File: src/hw/rtl/ihrf_pkg.sv
// ============================================================================
// IPv4 header rule filter package
// Shared types, sizes and protocol constants for the rule filter.
// ============================================================================
`default_nettype none

package ihrf_pkg;

    localparam int RULE_COUNT = 16;
    localparam int RULE_IDX_W = $clog2(RULE_COUNT);

    localparam int IN_IDX_W = 4;
    localparam int VALUE_W  = 32;
    localparam int PORT_W   = 16;
    localparam int COUNT_W  = 64;
    localparam int POS_W    = 7;
    localparam int LEN_W    = POS_W + 1;

    localparam logic [1:0] RULE_RANGE  = 2'd0;
    localparam logic [1:0] RULE_DOMAIN = 2'd1;
    localparam logic [1:0] RULE_EXACT  = 2'd2;

    localparam logic [POS_W-1:0] POS_ETYPE_HI = 7'd12;
    localparam logic [POS_W-1:0] POS_ETYPE_LO = 7'd13;
    localparam logic [POS_W-1:0] POS_IHL      = 7'd14;
    localparam logic [POS_W-1:0] POS_PROTO    = 7'd23;
    localparam logic [POS_W-1:0] POS_SADDR    = 7'd26;
    localparam logic [POS_W-1:0] POS_DADDR    = 7'd30;
    localparam logic [POS_W-1:0] POS_MAX      = 7'd127;
    localparam logic [POS_W-1:0] ETH_HDR      = 7'd14;

    localparam logic [LEN_W-1:0] MIN_FRAME = 8'd34;
    localparam logic [LEN_W-1:0] TCP_HDR   = 8'd20;
    localparam logic [LEN_W-1:0] UDP_HDR   = 8'd8;

    localparam logic [7:0] ETYPE_HI  = 8'h08;
    localparam logic [7:0] ETYPE_LO  = 8'h00;
    localparam logic [7:0] PROTO_TCP = 8'd6;
    localparam logic [7:0] PROTO_UDP = 8'd17;
    localparam logic [3:0] MIN_IHL   = 4'd5;

    typedef struct packed {
        logic [VALUE_W-1:0] low;
        logic [VALUE_W-1:0] high;
        logic [VALUE_W-1:0] mask;
        logic [1:0]         rtype;
    } t_rule;

    localparam int RULE_W = $bits(t_rule);

    typedef struct packed {
        logic               checked;
        logic [VALUE_W-1:0] saddr;
        logic [VALUE_W-1:0] daddr;
        logic [PORT_W-1:0]  sport;
        logic [PORT_W-1:0]  dport;
    } t_frame_info;

    typedef enum logic [1:0] {
        S_IDLE,
        S_EVAL,
        S_DRAIN,
        S_PUSH
    } t_state;

endpackage

`default_nettype wire

File: src/hw/rtl/ihrf_channels.sv
// ============================================================================
// IPv4 header rule filter channels
// Request and response handshake interfaces with source and sink modports.
// ============================================================================
`default_nettype none

interface ihrf_req_if;
    logic        valid;
    logic        ready;
    logic        kind;
    logic [7:0]  frame_byte;
    logic        frame_last;
    logic [3:0]  rule_index;
    logic [31:0] rule_low_value;
    logic [31:0] rule_high_value;
    logic [31:0] rule_mask_value;
    logic [1:0]  rule_type;

    modport source (
        output valid, kind, frame_byte, frame_last, rule_index,
               rule_low_value, rule_high_value, rule_mask_value, rule_type,
        input  ready
    );
    modport sink (
        input  valid, kind, frame_byte, frame_last, rule_index,
               rule_low_value, rule_high_value, rule_mask_value, rule_type,
        output ready
    );
endinterface

interface ihrf_rsp_if;
    logic        valid;
    logic        ready;
    logic        drop;
    logic [63:0] frames_seen;
    logic [63:0] frames_dropped;
    logic [63:0] frames_passed;

    modport source (
        output valid, drop, frames_seen, frames_dropped, frames_passed,
        input  ready
    );
    modport sink (
        input  valid, drop, frames_seen, frames_dropped, frames_passed,
        output ready
    );
endinterface

`default_nettype wire

File: src/hw/rtl/ipv4_header_rule_filter_core.sv
// ============================================================================
// IPv4 header rule filter core
// Byte-serial IPv4 address and port filter with a RAM rule table and frame counts.
// ============================================================================
//
//   channel   dir   carries
//   i_req     in    frame byte with last flag, or one rule table write
//   o_rsp     out   drop verdict and frames seen, dropped, passed counts
//
// Frame bytes and rule writes are accepted while i_req.ready is high; the last byte of a frame
// starts a sweep of the rule RAM, one rule per cycle at its single read port,
// and i_req.ready stays low until the verdict enters the output register.
// A verdict waits in the output register; the sweep for the next frame may
// run meanwhile and holds at its end until o_rsp is taken.
// Reset clears the counts, parser state and the per-rule valid bits; no
// clearing pass is needed, an unwritten rule reads as all zero.
// ============================================================================
`default_nettype none

module ipv4_header_rule_filter_core
    import ihrf_pkg::*;
(
    input  wire logic   i_clk,
    input  wire logic   i_rst_n,
    ihrf_req_if.sink    i_req,
    ihrf_rsp_if.source  o_rsp
);

    logic        accept;
    logic        byte_en;
    logic        frame_done;
    logic        wr_en;
    logic        ready;
    t_rule       wr_rule;
    t_frame_info info;

    assign accept     = i_req.valid && ready;
    assign wr_en      = accept && i_req.kind;
    assign byte_en    = accept && !i_req.kind;
    assign frame_done = byte_en && i_req.frame_last;

    assign wr_rule.low   = i_req.rule_low_value;
    assign wr_rule.high  = i_req.rule_high_value;
    assign wr_rule.mask  = i_req.rule_mask_value;
    assign wr_rule.rtype = i_req.rule_type;

    assign i_req.ready = ready;

    ihrf_parser u_parser (
        .i_clk     (i_clk),
        .i_rst_n   (i_rst_n),
        .i_byte_en (byte_en),
        .i_byte    (i_req.frame_byte),
        .i_last    (i_req.frame_last),
        .o_info    (info)
    );

    ihrf_rule_engine u_engine (
        .i_clk        (i_clk),
        .i_rst_n      (i_rst_n),
        .i_wr_en      (wr_en),
        .i_wr_idx     (i_req.rule_index),
        .i_wr_rule    (wr_rule),
        .i_frame_done (frame_done),
        .i_frame      (info),
        .o_ready      (ready),
        .o_rsp_valid  (o_rsp.valid),
        .i_rsp_ready  (o_rsp.ready),
        .o_drop       (o_rsp.drop),
        .o_seen       (o_rsp.frames_seen),
        .o_dropped    (o_rsp.frames_dropped),
        .o_passed     (o_rsp.frames_passed)
    );

endmodule

`default_nettype wire

File: src/hw/rtl/ihrf_ram.sv
// ============================================================================
// Generic RAM
// One write port, one read port, registered read data.
// ============================================================================
`default_nettype none

module ihrf_ram #(
    parameter int WIDTH = 8,
    parameter int DEPTH = 16
) (
    input  wire logic                     i_clk,
    input  wire logic                     i_we,
    input  wire logic [$clog2(DEPTH)-1:0] i_waddr,
    input  wire logic [WIDTH-1:0]         i_wdata,
    input  wire logic                     i_re,
    input  wire logic [$clog2(DEPTH)-1:0] i_raddr,
    output logic      [WIDTH-1:0]         o_rdata
);

    logic [WIDTH-1:0] r_mem [DEPTH];

    always_ff @(posedge i_clk) begin
        if (i_we) begin
            r_mem[i_waddr] <= i_wdata;
        end
        if (i_re) begin
            o_rdata <= r_mem[i_raddr];
        end
    end

endmodule

`default_nettype wire

File: src/hw/rtl/ihrf_parser.sv
// ============================================================================
// IPv4 header parser
// Captures the addresses and ports byte by byte and qualifies the frame.
// ============================================================================
`default_nettype none

module ihrf_parser
    import ihrf_pkg::*;
(
    input  wire logic        i_clk,
    input  wire logic        i_rst_n,
    input  wire logic        i_byte_en,
    input  wire logic [7:0]  i_byte,
    input  wire logic        i_last,
    output t_frame_info      o_info
);

    logic [POS_W-1:0]   r_pos,    n_pos;
    logic               r_ipv4,   n_ipv4;
    logic [3:0]         r_hlen,   n_hlen;
    logic [7:0]         r_proto,  n_proto;
    logic [VALUE_W-1:0] r_saddr,  n_saddr;
    logic [VALUE_W-1:0] r_daddr,  n_daddr;
    logic [PORT_W-1:0]  r_sport,  n_sport;
    logic [PORT_W-1:0]  r_dport,  n_dport;

    logic               c_ipv4;
    logic [3:0]         c_hlen;
    logic [7:0]         c_proto;
    logic [VALUE_W-1:0] c_saddr;
    logic [VALUE_W-1:0] c_daddr;
    logic [PORT_W-1:0]  c_sport;
    logic [PORT_W-1:0]  c_dport;
    logic [POS_W-1:0]   l4;
    logic [1:0]         lane_s;
    logic [1:0]         lane_d;
    logic [LEN_W-1:0]   len;
    logic               is_tcp;
    logic               is_udp;

    assign l4     = ETH_HDR + {1'b0, r_hlen, 2'b00};
    assign lane_s = 2'(r_pos - POS_SADDR);
    assign lane_d = 2'(r_pos - POS_DADDR);
    assign len    = {1'b0, r_pos} + 8'd1;

    always_comb begin
        c_ipv4  = r_ipv4;
        c_hlen  = r_hlen;
        c_proto = r_proto;
        c_saddr = r_saddr;
        c_daddr = r_daddr;
        c_sport = r_sport;
        c_dport = r_dport;

        if (r_pos == POS_ETYPE_HI) c_ipv4 = (i_byte == ETYPE_HI);
        if (r_pos == POS_ETYPE_LO) c_ipv4 = r_ipv4 && (i_byte == ETYPE_LO);
        if (r_pos == POS_IHL)      c_hlen = i_byte[3:0];
        if (r_pos == POS_PROTO)    c_proto = i_byte;
        if (r_pos >= POS_SADDR && r_pos < POS_DADDR) begin
            c_saddr = r_saddr | (VALUE_W'(i_byte) << {lane_s, 3'b000});
        end
        if (r_pos >= POS_DADDR && r_pos < POS_DADDR + 7'd4) begin
            c_daddr = r_daddr | (VALUE_W'(i_byte) << {lane_d, 3'b000});
        end
        if (r_pos > POS_IHL && r_hlen >= MIN_IHL) begin
            if (r_pos == l4)         c_sport[7:0]  = r_sport[7:0]  | i_byte;
            if (r_pos == l4 + 7'd1)  c_sport[15:8] = r_sport[15:8] | i_byte;
            if (r_pos == l4 + 7'd2)  c_dport[7:0]  = r_dport[7:0]  | i_byte;
            if (r_pos == l4 + 7'd3)  c_dport[15:8] = r_dport[15:8] | i_byte;
        end

        is_tcp = (c_proto == PROTO_TCP);
        is_udp = (c_proto == PROTO_UDP);

        o_info.checked = (len >= MIN_FRAME) && c_ipv4 && (c_hlen >= MIN_IHL)
                         && !(is_tcp && len < {1'b0, l4} + TCP_HDR)
                         && !(is_udp && len < {1'b0, l4} + UDP_HDR);
        o_info.saddr   = c_saddr;
        o_info.daddr   = c_daddr;
        o_info.sport   = (is_tcp || is_udp) ? c_sport : '0;
        o_info.dport   = (is_tcp || is_udp) ? c_dport : '0;

        n_pos   = r_pos;
        n_ipv4  = r_ipv4;
        n_hlen  = r_hlen;
        n_proto = r_proto;
        n_saddr = r_saddr;
        n_daddr = r_daddr;
        n_sport = r_sport;
        n_dport = r_dport;
        if (i_byte_en) begin
            if (i_last) begin
                n_pos   = '0;
                n_ipv4  = 1'b0;
                n_hlen  = '0;
                n_proto = '0;
                n_saddr = '0;
                n_daddr = '0;
                n_sport = '0;
                n_dport = '0;
            end else begin
                n_pos   = (r_pos == POS_MAX) ? r_pos : r_pos + 7'd1;
                n_ipv4  = c_ipv4;
                n_hlen  = c_hlen;
                n_proto = c_proto;
                n_saddr = c_saddr;
                n_daddr = c_daddr;
                n_sport = c_sport;
                n_dport = c_dport;
            end
        end
    end

    always_ff @(posedge i_clk) begin
        if (!i_rst_n) begin
            r_pos   <= '0;
            r_ipv4  <= 1'b0;
            r_hlen  <= '0;
            r_proto <= '0;
            r_saddr <= '0;
            r_daddr <= '0;
            r_sport <= '0;
            r_dport <= '0;
        end else begin
            r_pos   <= n_pos;
            r_ipv4  <= n_ipv4;
            r_hlen  <= n_hlen;
            r_proto <= n_proto;
            r_saddr <= n_saddr;
            r_daddr <= n_daddr;
            r_sport <= n_sport;
            r_dport <= n_dport;
        end
    end

endmodule

`default_nettype wire

File: src/hw/rtl/ihrf_rule_engine.sv
// ============================================================================
// Rule engine
// Holds the rule table in RAM, sweeps it once per frame and keeps the counts.
// ============================================================================
`default_nettype none

module ihrf_rule_engine
    import ihrf_pkg::*;
(
    input  wire logic                i_clk,
    input  wire logic                i_rst_n,
    input  wire logic                i_wr_en,
    input  wire logic [IN_IDX_W-1:0] i_wr_idx,
    input  wire t_rule               i_wr_rule,
    input  wire logic                i_frame_done,
    input  wire t_frame_info         i_frame,
    output logic                     o_ready,
    output logic                     o_rsp_valid,
    input  wire logic                i_rsp_ready,
    output logic                     o_drop,
    output logic [COUNT_W-1:0]       o_seen,
    output logic [COUNT_W-1:0]       o_dropped,
    output logic [COUNT_W-1:0]       o_passed
);

    t_state                r_state, n_state;
    logic [RULE_IDX_W-1:0] r_rd_idx, n_rd_idx;
    logic                  r_rd_pend;
    logic [1:0]            r_rd_sel;
    logic                  r_rd_vld;
    logic [RULE_COUNT-1:0] r_rule_vld;
    t_frame_info           r_frame;
    logic                  r_ok;
    logic                  r_out_valid, n_out_valid;
    logic                  r_out_drop,  n_out_drop;
    logic [COUNT_W-1:0]    r_seen,    n_seen;
    logic [COUNT_W-1:0]    r_dropped, n_dropped;
    logic [COUNT_W-1:0]    r_passed,  n_passed;

    logic                  ram_we;
    logic                  ram_re;
    logic [RULE_W-1:0]     ram_rdata;
    t_rule                 entry;
    logic [VALUE_W-1:0]    value;
    logic                  holds;
    logic                  out_free;

    assign ram_we = i_wr_en && (int'(i_wr_idx) < RULE_COUNT);
    assign ram_re = (r_state == S_EVAL);

    ihrf_ram #(
        .WIDTH (RULE_W),
        .DEPTH (RULE_COUNT)
    ) u_rule_ram (
        .i_clk   (i_clk),
        .i_we    (ram_we),
        .i_waddr (RULE_IDX_W'(i_wr_idx)),
        .i_wdata (i_wr_rule),
        .i_re    (ram_re),
        .i_raddr (r_rd_idx),
        .o_rdata (ram_rdata)
    );

    always_comb begin
        entry = r_rd_vld ? t_rule'(ram_rdata) : '0;
        case (r_rd_sel)
            2'd0:    value = r_frame.saddr;
            2'd1:    value = r_frame.daddr;
            2'd2:    value = VALUE_W'(r_frame.sport);
            default: value = VALUE_W'(r_frame.dport);
        endcase
        case (entry.rtype)
            RULE_RANGE:  holds = (value - entry.low) <= (entry.high - entry.low);
            RULE_DOMAIN: holds = (value & entry.mask) == value;
            default:     holds = (value == entry.low);
        endcase
    end

    assign out_free = !r_out_valid || i_rsp_ready;

    always_comb begin
        n_state     = r_state;
        n_rd_idx    = r_rd_idx;
        n_out_valid = r_out_valid;
        n_out_drop  = r_out_drop;
        n_seen      = r_seen;
        n_dropped   = r_dropped;
        n_passed    = r_passed;
        if (r_out_valid && i_rsp_ready) begin
            n_out_valid = 1'b0;
        end
        unique case (r_state)
            S_IDLE: begin
                if (i_frame_done) begin
                    n_state  = S_EVAL;
                    n_rd_idx = '0;
                end
            end
            S_EVAL: begin
                n_rd_idx = r_rd_idx + 1'b1;
                if (r_rd_idx == RULE_IDX_W'(RULE_COUNT - 1)) begin
                    n_state = S_DRAIN;
                end
            end
            S_DRAIN: begin
                n_state = S_PUSH;
            end
            S_PUSH: begin
                if (out_free) begin
                    n_state     = S_IDLE;
                    n_out_valid = 1'b1;
                    n_out_drop  = r_frame.checked && !r_ok;
                    n_seen      = r_seen + 64'd1;
                    if (r_frame.checked && !r_ok) begin
                        n_dropped = r_dropped + 64'd1;
                    end
                    if (r_frame.checked && r_ok) begin
                        n_passed = r_passed + 64'd1;
                    end
                end
            end
            default: n_state = S_IDLE;
        endcase
    end

    always_ff @(posedge i_clk) begin
        if (!i_rst_n) begin
            r_state     <= S_IDLE;
            r_rd_idx    <= '0;
            r_rd_pend   <= 1'b0;
            r_rule_vld  <= '0;
            r_out_valid <= 1'b0;
            r_seen      <= '0;
            r_dropped   <= '0;
            r_passed    <= '0;
        end else begin
            r_state     <= n_state;
            r_rd_idx    <= n_rd_idx;
            r_rd_pend   <= ram_re;
            r_out_valid <= n_out_valid;
            r_seen      <= n_seen;
            r_dropped   <= n_dropped;
            r_passed    <= n_passed;
            if (ram_we) begin
                r_rule_vld[RULE_IDX_W'(i_wr_idx)] <= 1'b1;
            end
        end
    end

    always_ff @(posedge i_clk) begin
        r_rd_sel   <= r_rd_idx[1:0];
        r_rd_vld   <= r_rule_vld[r_rd_idx];
        r_out_drop <= n_out_drop;
        if (i_frame_done && r_state == S_IDLE) begin
            r_frame <= i_frame;
            r_ok    <= 1'b1;
        end else if (r_rd_pend && !holds) begin
            r_ok <= 1'b0;
        end
    end

    assign o_ready     = (r_state == S_IDLE);
    assign o_rsp_valid = r_out_valid;
    assign o_drop      = r_out_drop;
    assign o_seen      = r_seen;
    assign o_dropped   = r_dropped;
    assign o_passed    = r_passed;

    a_push_from_sweep: assert property (@(posedge i_clk) disable iff (!i_rst_n)
        $rose(r_out_valid) |-> $past(r_state == S_PUSH))
        else $error("response raised outside the push step");

    a_no_write_in_sweep: assert property (@(posedge i_clk) disable iff (!i_rst_n)
        ram_we |-> (r_state == S_IDLE))
        else $error("rule write during table sweep");

    a_seen_step: assert property (@(posedge i_clk) disable iff (!i_rst_n)
        (r_state == S_PUSH && out_free) |=> (r_seen == $past(r_seen) + 64'd1))
        else $error("frames seen count did not advance by one");

    a_unchecked_pass: assert property (@(posedge i_clk) disable iff (!i_rst_n)
        (r_state == S_PUSH && out_free && !r_frame.checked) |=>
        (!r_out_drop && r_dropped == $past(r_dropped) && r_passed == $past(r_passed)))
        else $error("unchecked frame changed verdict counts");

endmodule

`default_nettype wire
File: src/flat_wrapper.sv
// flat-port wrapper written by rule: the top's interface ports become plain ports
module ipv4_header_rule_filter_core_flat import ihrf_pkg::*;
  (i_clk, i_rst_n, i_req_valid, i_req_kind, i_req_frame_byte, i_req_frame_last, i_req_rule_index, i_req_rule_low_value, i_req_rule_high_value, i_req_rule_mask_value, i_req_rule_type, i_req_ready, o_rsp_valid, o_rsp_drop, o_rsp_frames_seen, o_rsp_frames_dropped, o_rsp_frames_passed, o_rsp_ready);
  ihrf_req_if i_req_i ();
  ihrf_rsp_if o_rsp_i ();
  input  wire logic i_clk;
  input  wire logic i_rst_n;
  input wire logic [$bits(i_req_i.valid)-1:0] i_req_valid;
  input wire logic [$bits(i_req_i.kind)-1:0] i_req_kind;
  input wire logic [$bits(i_req_i.frame_byte)-1:0] i_req_frame_byte;
  input wire logic [$bits(i_req_i.frame_last)-1:0] i_req_frame_last;
  input wire logic [$bits(i_req_i.rule_index)-1:0] i_req_rule_index;
  input wire logic [$bits(i_req_i.rule_low_value)-1:0] i_req_rule_low_value;
  input wire logic [$bits(i_req_i.rule_high_value)-1:0] i_req_rule_high_value;
  input wire logic [$bits(i_req_i.rule_mask_value)-1:0] i_req_rule_mask_value;
  input wire logic [$bits(i_req_i.rule_type)-1:0] i_req_rule_type;
  output wire logic [$bits(i_req_i.ready)-1:0] i_req_ready;
  output wire logic [$bits(o_rsp_i.valid)-1:0] o_rsp_valid;
  output wire logic [$bits(o_rsp_i.drop)-1:0] o_rsp_drop;
  output wire logic [$bits(o_rsp_i.frames_seen)-1:0] o_rsp_frames_seen;
  output wire logic [$bits(o_rsp_i.frames_dropped)-1:0] o_rsp_frames_dropped;
  output wire logic [$bits(o_rsp_i.frames_passed)-1:0] o_rsp_frames_passed;
  input wire logic [$bits(o_rsp_i.ready)-1:0] o_rsp_ready;
  assign i_req_i.valid = i_req_valid;
  assign i_req_i.kind = i_req_kind;
  assign i_req_i.frame_byte = i_req_frame_byte;
  assign i_req_i.frame_last = i_req_frame_last;
  assign i_req_i.rule_index = i_req_rule_index;
  assign i_req_i.rule_low_value = i_req_rule_low_value;
  assign i_req_i.rule_high_value = i_req_rule_high_value;
  assign i_req_i.rule_mask_value = i_req_rule_mask_value;
  assign i_req_i.rule_type = i_req_rule_type;
  assign i_req_ready = i_req_i.ready;
  assign o_rsp_valid = o_rsp_i.valid;
  assign o_rsp_drop = o_rsp_i.drop;
  assign o_rsp_frames_seen = o_rsp_i.frames_seen;
  assign o_rsp_frames_dropped = o_rsp_i.frames_dropped;
  assign o_rsp_frames_passed = o_rsp_i.frames_passed;
  assign o_rsp_i.ready = o_rsp_ready;
  ipv4_header_rule_filter_core u_core (.i_clk(i_clk), .i_rst_n(i_rst_n), .i_req(i_req_i), .o_rsp(o_rsp_i));
endmodule
File: config.mk
export PLATFORM = sky130hd
export DESIGN_NAME = ipv4_header_rule_filter_core_flat
export DESIGN_NICKNAME = d
export VERILOG_FILES = /design/src/hw/rtl/ihrf_pkg.sv /design/src/hw/rtl/ihrf_channels.sv /design/src/hw/rtl/ipv4_header_rule_filter_core.sv /design/src/hw/rtl/ihrf_ram.sv /design/src/hw/rtl/ihrf_parser.sv /design/src/hw/rtl/ihrf_rule_engine.sv /design/src/flat_wrapper.sv
export SDC_FILE = /design/constraint.sdc
export NUM_CORES = 2
export LEC_CHECK = 0
export ABC_CLOCK_PERIOD_IN_PS = 8600
export BUFFER_PORTS_ARGS = -buffer_cell sky130_fd_sc_hd__buf_4
export CORE_MARGIN = 2
export CORE_UTILIZATION = 50
export CTS_BUF_LIST = sky130_fd_sc_hd__clkbuf_16
export CTS_CLUSTER_SIZE = 8
export DETAILED_ROUTE_END_ITERATION = 12
export GPL_ROUTABILITY_DRIVEN = 0
export GPL_TIMING_DRIVEN = 0
export PLACE_DENSITY = 0.79
export SLEW_MARGIN = 20
export SYNTH_ARGS = -nofsm -noshare
export SYNTH_HDL_FRONTEND = slang
export SYNTH_SLANG_ARGS = --single-unit
File: constraint.sdc
create_clock -name i_clk -period 8.6 [get_ports i_clk]
set_input_delay 0.86 -clock i_clk [delete_from_list [all_inputs] [get_ports i_clk]]
set_output_delay 0.86 -clock i_clk [all_outputs]
set_load 0.01 [all_outputs]
== Word-level counts from Yosys, hierarchy flattened ==
Memory sizes are Yosys's and may differ from the RTL's. A register that Yosys moved wholly into a read port is not among the register bits.
Cells that the tools add are included.

* Equality and inequality tests: 25
* Shifts and indexed selects: 2
* Add/subtract/negate cells: 16
* Reductions and logical operators: 39
* Mux-type cells: 39
* Bitwise logic cells: 8
* Order comparisons: 14

{| class="wikitable"
|+ Operator list
! kind !! number
|-
| 64-bit by 1-bit adder with 64-bit output (second input constant) || 3
|-
| 32-bit 2-to-1 mux || 4
|-
| 98-bit 2-to-1 mux || 1
|-
| 32-bit one-hot mux with 3 select lines || 1
|-
| 32-bit equality test || 2
|-
| 16-bit 2-to-1 mux || 4
|-
| 32-bit bitwise OR || 2
|-
| 8-bit by 5-bit << shifter with 32-bit output || 2
|-
| 32-bit subtractor || 2
|-
| 8-bit 2-to-1 mux || 6
|-
| 32-bit bitwise AND || 1
|-
| 32-bit less-or-equal comparator || 1
|-
| 8-bit bitwise OR || 4
|-
| 7-bit equality test || 4
|-
| 7-bit by 4-bit equality test with 1-bit output (second input constant) || 3
|-
| 1-bit logical AND || 20
|-
| 8-bit less-than comparator || 2
|-
| 16-bit bitwise OR || 1
|-
| 7-bit by 1-bit adder with 7-bit output (second input constant) || 2
|-
| 7-bit by 2-bit adder with 7-bit output (second input constant) || 2
|-
| 7-bit by 5-bit greater-or-equal comparator with 1-bit output (second input constant) || 2
|-
| 7-bit 2-to-1 mux || 2
|-
| 4-bit 2-to-1 mux || 3
|-
| 4-bit by 5-bit less-than comparator with 1-bit output (second input constant) || 2
|-
| other kinds (36) || 67
|}

* Flip-flop bits (word level): 434
* Output and inout port bits: 195
* Bits of input ports: 116
* Memory bits (writable): 1568
* Memories kept: 1
* Word-level logic and storage cells: 169

{| class="wikitable"
|+ Memory list
! memory !! depth !! bits a word !! read ports !! clocked after Yosys merged registers in !! write ports !! RTL line !! RTL
|-
| u_core.u_engine.u_rule_ram.r_mem || 16 || 98 || 1 || 1 || 1 || ihrf_ram.sv:20 || <nowiki>logic [WIDTH-1:0] r_mem [DEPTH];</nowiki>
|}

== Longest topological paths before layout ==
* Word-level depth: 7
* Mapped depth: 26
* Gate-level depth less buffers: 24

== Cells and area by module ==
Synthesis repeated with hierarchy kept, for this count alone.

* Cell total of the unflattened synthesis: 5127
* Area total of the unflattened synthesis: 86050.0 um^2

{| class="wikitable"
|+ By module, submodules not included
! module !! area each (um^2) !! instances !! cells each !! seq. area each (um^2)
|-
| ihrf_ram || 61500.2 || 1 || 2510 || 50028.0
|-
| ihrf_rule_engine || 18117.4 || 1 || 1902 || 7347.0
|-
| ihrf_parser || 6404.9 || 1 || 712 || 2322.2
|-
| ipv4_header_rule_filter_core || 27.5 || 1 || 3 || 0.0
|}

== Worst setup path before layout ==
OpenSTA, ideal clock, no wires.

* Kind: input to register
* Start: input port i_req_kind
* End: memory u_core.u_engine.u_rule_ram.r_mem[0][0] (netlist bit), enable pin
* Required time: 7921 ps
* Arrival: 8018 ps
* Path slack: -97 ps
* Buffers on the path: 0
* Library setup time: 679 ps
* Stages: 3
* Path through: nand3_1 or3_1 nor3_1

* Longest elaborated chain between the ends: 3

{| class="wikitable"
|+ RTL lines
! what !! RTL line !! RTL
|-
| from (decl) || flat_wrapper.sv:9 || <nowiki>input wire logic [$bits(i_req_i.kind)-1:0] i_req_kind;</nowiki>
|-
| 1-bit logical AND || ipv4_header_rule_filter_core.sv:38 || <nowiki>assign wr_en = accept && i_req.kind;</nowiki>
|-
| 1-bit 2-to-1 mux || ihrf_ram.sv:23 || <nowiki>if (i_we) begin</nowiki>
|-
| 1-bit 2-to-1 mux (implied by the code) || ihrf_ram.sv:24 || <nowiki>r_mem[i_waddr] <= i_wdata;</nowiki>
|-
| to (decl) || ihrf_ram.sv:20 ||
|}

Every way passes these cells.

== Final worst setup path ==
* Start: register u_core.u_engine.r_rd_vld
* End: register u_core.u_engine.r_ok

* Longest elaborated chain between the ends: 6
* Elaborated cells on any way between the ends: 12
* Those cells by class: add/sub (2); order compare (1); eq/ne (3); mux (2); bitwise (1); reduce/logical (3)

{| class="wikitable"
|+ RTL lines
! what !! RTL line !! RTL
|-
| from (decl) || ihrf_rule_engine.sv:30 || <nowiki>logic r_rd_vld;</nowiki>
|-
| from (signal assigned) || ihrf_rule_engine.sv:152 || <nowiki>r_rd_vld <= r_rule_vld[r_rd_idx];</nowiki>
|-
| 98-bit 2-to-1 mux * || ihrf_rule_engine.sv:65 || <nowiki>entry = r_rd_vld ? t_rule'(ram_rdata) : '0;</nowiki>
|-
| 32-bit subtractor / 32-bit bitwise AND (equally long branches) || ihrf_rule_engine.sv:73, ihrf_rule_engine.sv:74 ||
|-
| 32-bit less-or-equal comparator / 32-bit equality test (equally long branches) || ihrf_rule_engine.sv:73, ihrf_rule_engine.sv:74 ||
|-
| 1-bit one-hot mux with 2 select lines * || ihrf_rule_engine.sv:72 || <nowiki>case (entry.rtype)</nowiki>
|-
| 1-bit logical NOT * || ihrf_rule_engine.sv:157 || <nowiki>end else if (r_rd_pend && !holds) begin</nowiki>
|-
| 1-bit logical AND * || ihrf_rule_engine.sv:157 ||
|-
| to (signal assigned) || ihrf_rule_engine.sv:156 || <nowiki>r_ok <= 1'b1;</nowiki>
|-
| to (signal assigned) || ihrf_rule_engine.sv:158 || <nowiki>r_ok <= 1'b0;</nowiki>
|-
| to (decl) || ihrf_rule_engine.sv:33 || <nowiki>logic r_ok;</nowiki>
|}

Mark *: on every way between the ends. The rest lies on a longest branch, timed or not.
A chain may end at the register's enable or synchronous reset.

==> results.cfg <==
[cells_and_area]
syn2layout_area_growth_pct = 18.5
fill_cells = 11700
utilization_pct = 59.5
fin_cells = 7966
drive_gt1_share_pct = 23.8
nets = 5904

[global_route]
grt_remaining_overflow = 0
antenna_found_initial = 39
grt_pass1_wl_mm = 358
grt_max_degree = 58
track_usage_pct = 28.5
grt_pass1_vias = 52000

[floorplan]
pin_count = 311
dieArea_um2 = 173000
std_cell_rows = 151
core_um2 = 169000
fp.dieH_um = 416
die_w_um = 416
start_util_pct = 50.2

[place]
port_buffers = 306
placed_cells = 7563
dpl.hpwl_mm = 152

[pwr]
power.leakage_nw = 33.4
p_per_area_nw_per_um2 = 247
ir_worst_vdd_mv = 0.244

[timing]
setup_viol = 0
hold_ws_ns = 0.224
rsz0062_at_grt = false
period_share_pct = 72.3
slew-limit-headroom_pct = 21.8
hold_violations = 0
skew_ns = 0.0473
drv_slew = 0
tightest_slew_ns = 1.17
period_minus_slack_ns = 6.22
max_freq_mhz = 161

[clock_network]
cts_tree = built
clk_pin_slew_worst_paths_ns = 0.05
cts_root_buf = clkbuf_16
clockBufferDepth = 4
h-tree-depth = 5
cts_sinks = 2100
cts_resized = 0
postCtsHoldBufs = 0
cts_setup_buffers = 0
clock_latency_ns = 0.94
cts_made_buffers = 313

[routing]
drt_wl_total_mm = 250
dr.max_layer_used = met5
via_per_inst = 6.48
wl_met1_mm = 85.1
drtIter0Drc = 7517
vias = 51700
wl_per_cell_um = 31.3
wl_met3_mm = 27.1
drcViolationCount = 0
routed-wl-met2_mm = 124
drt_pass1_iterations = 11
antenna_left = 0

[synthesis]
ys.flop_type = edfxtp_1
ys_seq_elements = 2100
synth-seq-area-share_pct = 70.5
netlist_area_um2 = 84700
netlist_instances = 4910
async_flop_share_pct = 0
yosysTopAreaCell = edfxtp_1
yosysWarnings = 0
syn_area_per_cell_um2 = 17.3
yosys.cell_types.count = 75
yosys-top-cells-area = edfxtp_1 (63%), mux4_2 (14%), dfxtp_1 (7.9%)
synth.net_count = 5152
synth_top_area_share_pct = 62.5
synth_edf_count = 1764

[critical_path]
worstPathMaxFanout = 10
critPathKind = reg -> reg
crit_family = compound AO/OA/AOI/OAI gates
path_cells = clkbuf_1 > clkbuf_1 > clkbuf_1 > nand2_1 > ha_1 > a21o_1 > a31oi_1 > nor4_1 > nor4_2 > nor2_1 > a2111o_1 > a31oi_4 > o21ai_2 > xnor2_1 > ha_1 > a21o_1 > a21oi_1 > nor2b_1 > o21ai_0 > nand2b_1 > a21oi_1 > a21oi_1 > o31ai_1 > nor2b_1
worst_setup_path_start_kind = flop
required_ns = 9.44
slowest_delay_ns = 0.57
critical_path_arrival_ns = 7.06
endpoint_kind = flop
slowest_stage = clkbuf_1
critPathBufInv = 3

[hold_path]
min_path_type = in -> reg

[flow_run]
cap_viol_max_count = 0

[run_status]
outcome = completed
==> kinds of logic (layout without fill, tap and decap cells) <==
group / count (synthesis) / count (layout) / synth area share [%]
AOI/OAI and AO/OA: 489 / 489 / 3.62
xor gates and xnor gates: 221 / 221 / 2.32
adders and majority gates: 126 / 126 / 1.88
buffers and inverters: 300 / 1110 / 1.34
DFF: 2100 / 2100 / 70.5
muxes: 532 / 532 / 13.8
other: 0 / 28 / 0
and+or+nand+nor: 1142 / 1142 / 6.55
==> registers in the layout (all words and copies together) (netlist names), 4 cells and up <==
register                            count
u_core.u_engine.r_frame                97
u_core.u_engine.u_rule_ram.o_rdata     98
u_core.u_parser.r_dport                16
u_core.u_engine.u_rule_ram.r_mem     1568
u_core.u_parser.r_proto                 8
u_core.u_engine.o_passed               64
u_core.u_engine.r_rd_idx                4
u_core.u_parser.r_saddr                32
u_core.u_parser.r_pos                   7
u_core.u_parser.r_daddr                32
u_core.u_engine.r_rule_vld             16
u_core.u_engine.o_seen                 64
u_core.u_parser.r_sport                16
u_core.u_engine.o_dropped              64
u_core.u_parser.r_hlen                  4
==> cell type report <==
| type | instances | area, um2 | share of cell area (%) |
|---|---|---|---|
| clock inverter | 56 | 255 | 0.254 |
| buffer | 230 | 936 | 0.932 |
| inverter | 70 | 268 | 0.267 |
| clock buffer | 317 | 7930 | 7.90 |
| tap | 2218 | 2780 | 2.76 |
| antenna | 28 | 70.1 | 0.0698 |
| timing repair buffer | 437 | 4470 | 4.45 |
| multi-input combinational | 2510 | 24000 | 23.9 |
| sequential | 2100 | 59700 | 59.4 |
==> path summary, 6_finish.rpt <==
check / start / to / slack, ns / depth (start not counted)
worst min register to register: u_core.u_engine.r_rd_idx[0]$_SDFFE_PN0P_ / u_core.u_engine.r_rd_sel[0]$_DFF_P_ / 0.39 / 0
worst max-delay path: u_core.u_engine.r_rd_vld$_DFF_P_ / u_core.u_engine.r_ok$_SDFFE_PP1P_ / 2.38 / 24
worst min-delay path: i_req_rule_low_value[27] / u_core.u_engine.u_rule_ram.r_mem[12][93]$_DFFE_PP_ / 0.22 / 1
worst max register to register: u_core.u_engine.r_rd_vld$_DFF_P_ / u_core.u_engine.r_ok$_SDFFE_PP1P_ / 2.38 / 24
==> cells in the final DEF (no fill, tap or decap), drive strengths merged, types with 17 or more instances in the layout <==
cell,instances
a21o,102
a21oi,128
a22oi,18
a31oi,74
and2,59
and3,37
and4,17
buf,466
clkbuf,518
dfxtp,336
diode,28
edfxtp,1764
ha,124
inv,122
mux2i,21
mux4,511
nand2,199
nand2b,25
nand3,93
nand4,49
nor2,429
nor2b,19
nor3,51
nor3b,65
nor4,21
o21ai,98
or3,61
xnor2,98
xor2,123
==> routing by layer <==
metal	track usage, %	vias to the layer above
met2	47.2	3759
met3	7.89	817
met1	34.1	26300
met4	15.4	24
li1	-	20800
met5	0	-
==> report_power, final <==
part           total, W  internal, W  switching, W
Clock            0.0106      0.00646       0.00417
Sequential       0.0115       0.0114      0.000152
Combinational   0.00262      0.00105       0.00157
Total            0.0248       0.0189       0.00589
==> synthesized netlist by cell type, types with 3 or more instances <==
cell type	number
a22oi_1	18
nand3_1	93
a21o_1	102
nand2_1	199
inv_1	69
nand4_1	49
mux4_2	511
o21ai_1	5
nor4_1	20
o21a_1	10
buf_1	42
xor2_1	123
a21oi_1	128
and3_1	37
edfxtp_1	1764
clkbuf_1	183
or2_2	5
and2_1	57
dfxtp_1	336
nor2b_1	19
buf_2	4
ha_1	124
o211ai_1	9
a31oi_1	73
o22ai_1	9
xnor2_1	96
nor3_1	50
or3_1	61
o21bai_1	7
o31ai_1	3
nor2_1	428
nor3b_1	65
nand3b_1	4
and4_1	17
a211oi_1	5
mux2i_1	21
nand2b_1	25
o21ai_0	92
==> through the flow <==
step                instance area [um2]  TNS [ns]  setup slack (ns)  power (W)
floorplan                         84700         0            0.0622     0.0133
global placement                  89800  -6561.95             -8.93     0.0141
CTS                              100000         0              2.44     0.0248
global route                     100000         0              1.98     0.0254
finish                           100000         0              2.38     0.0248
detailed placement                92100         0              2.51     0.0142
Power figures use the tool's default switching activity.
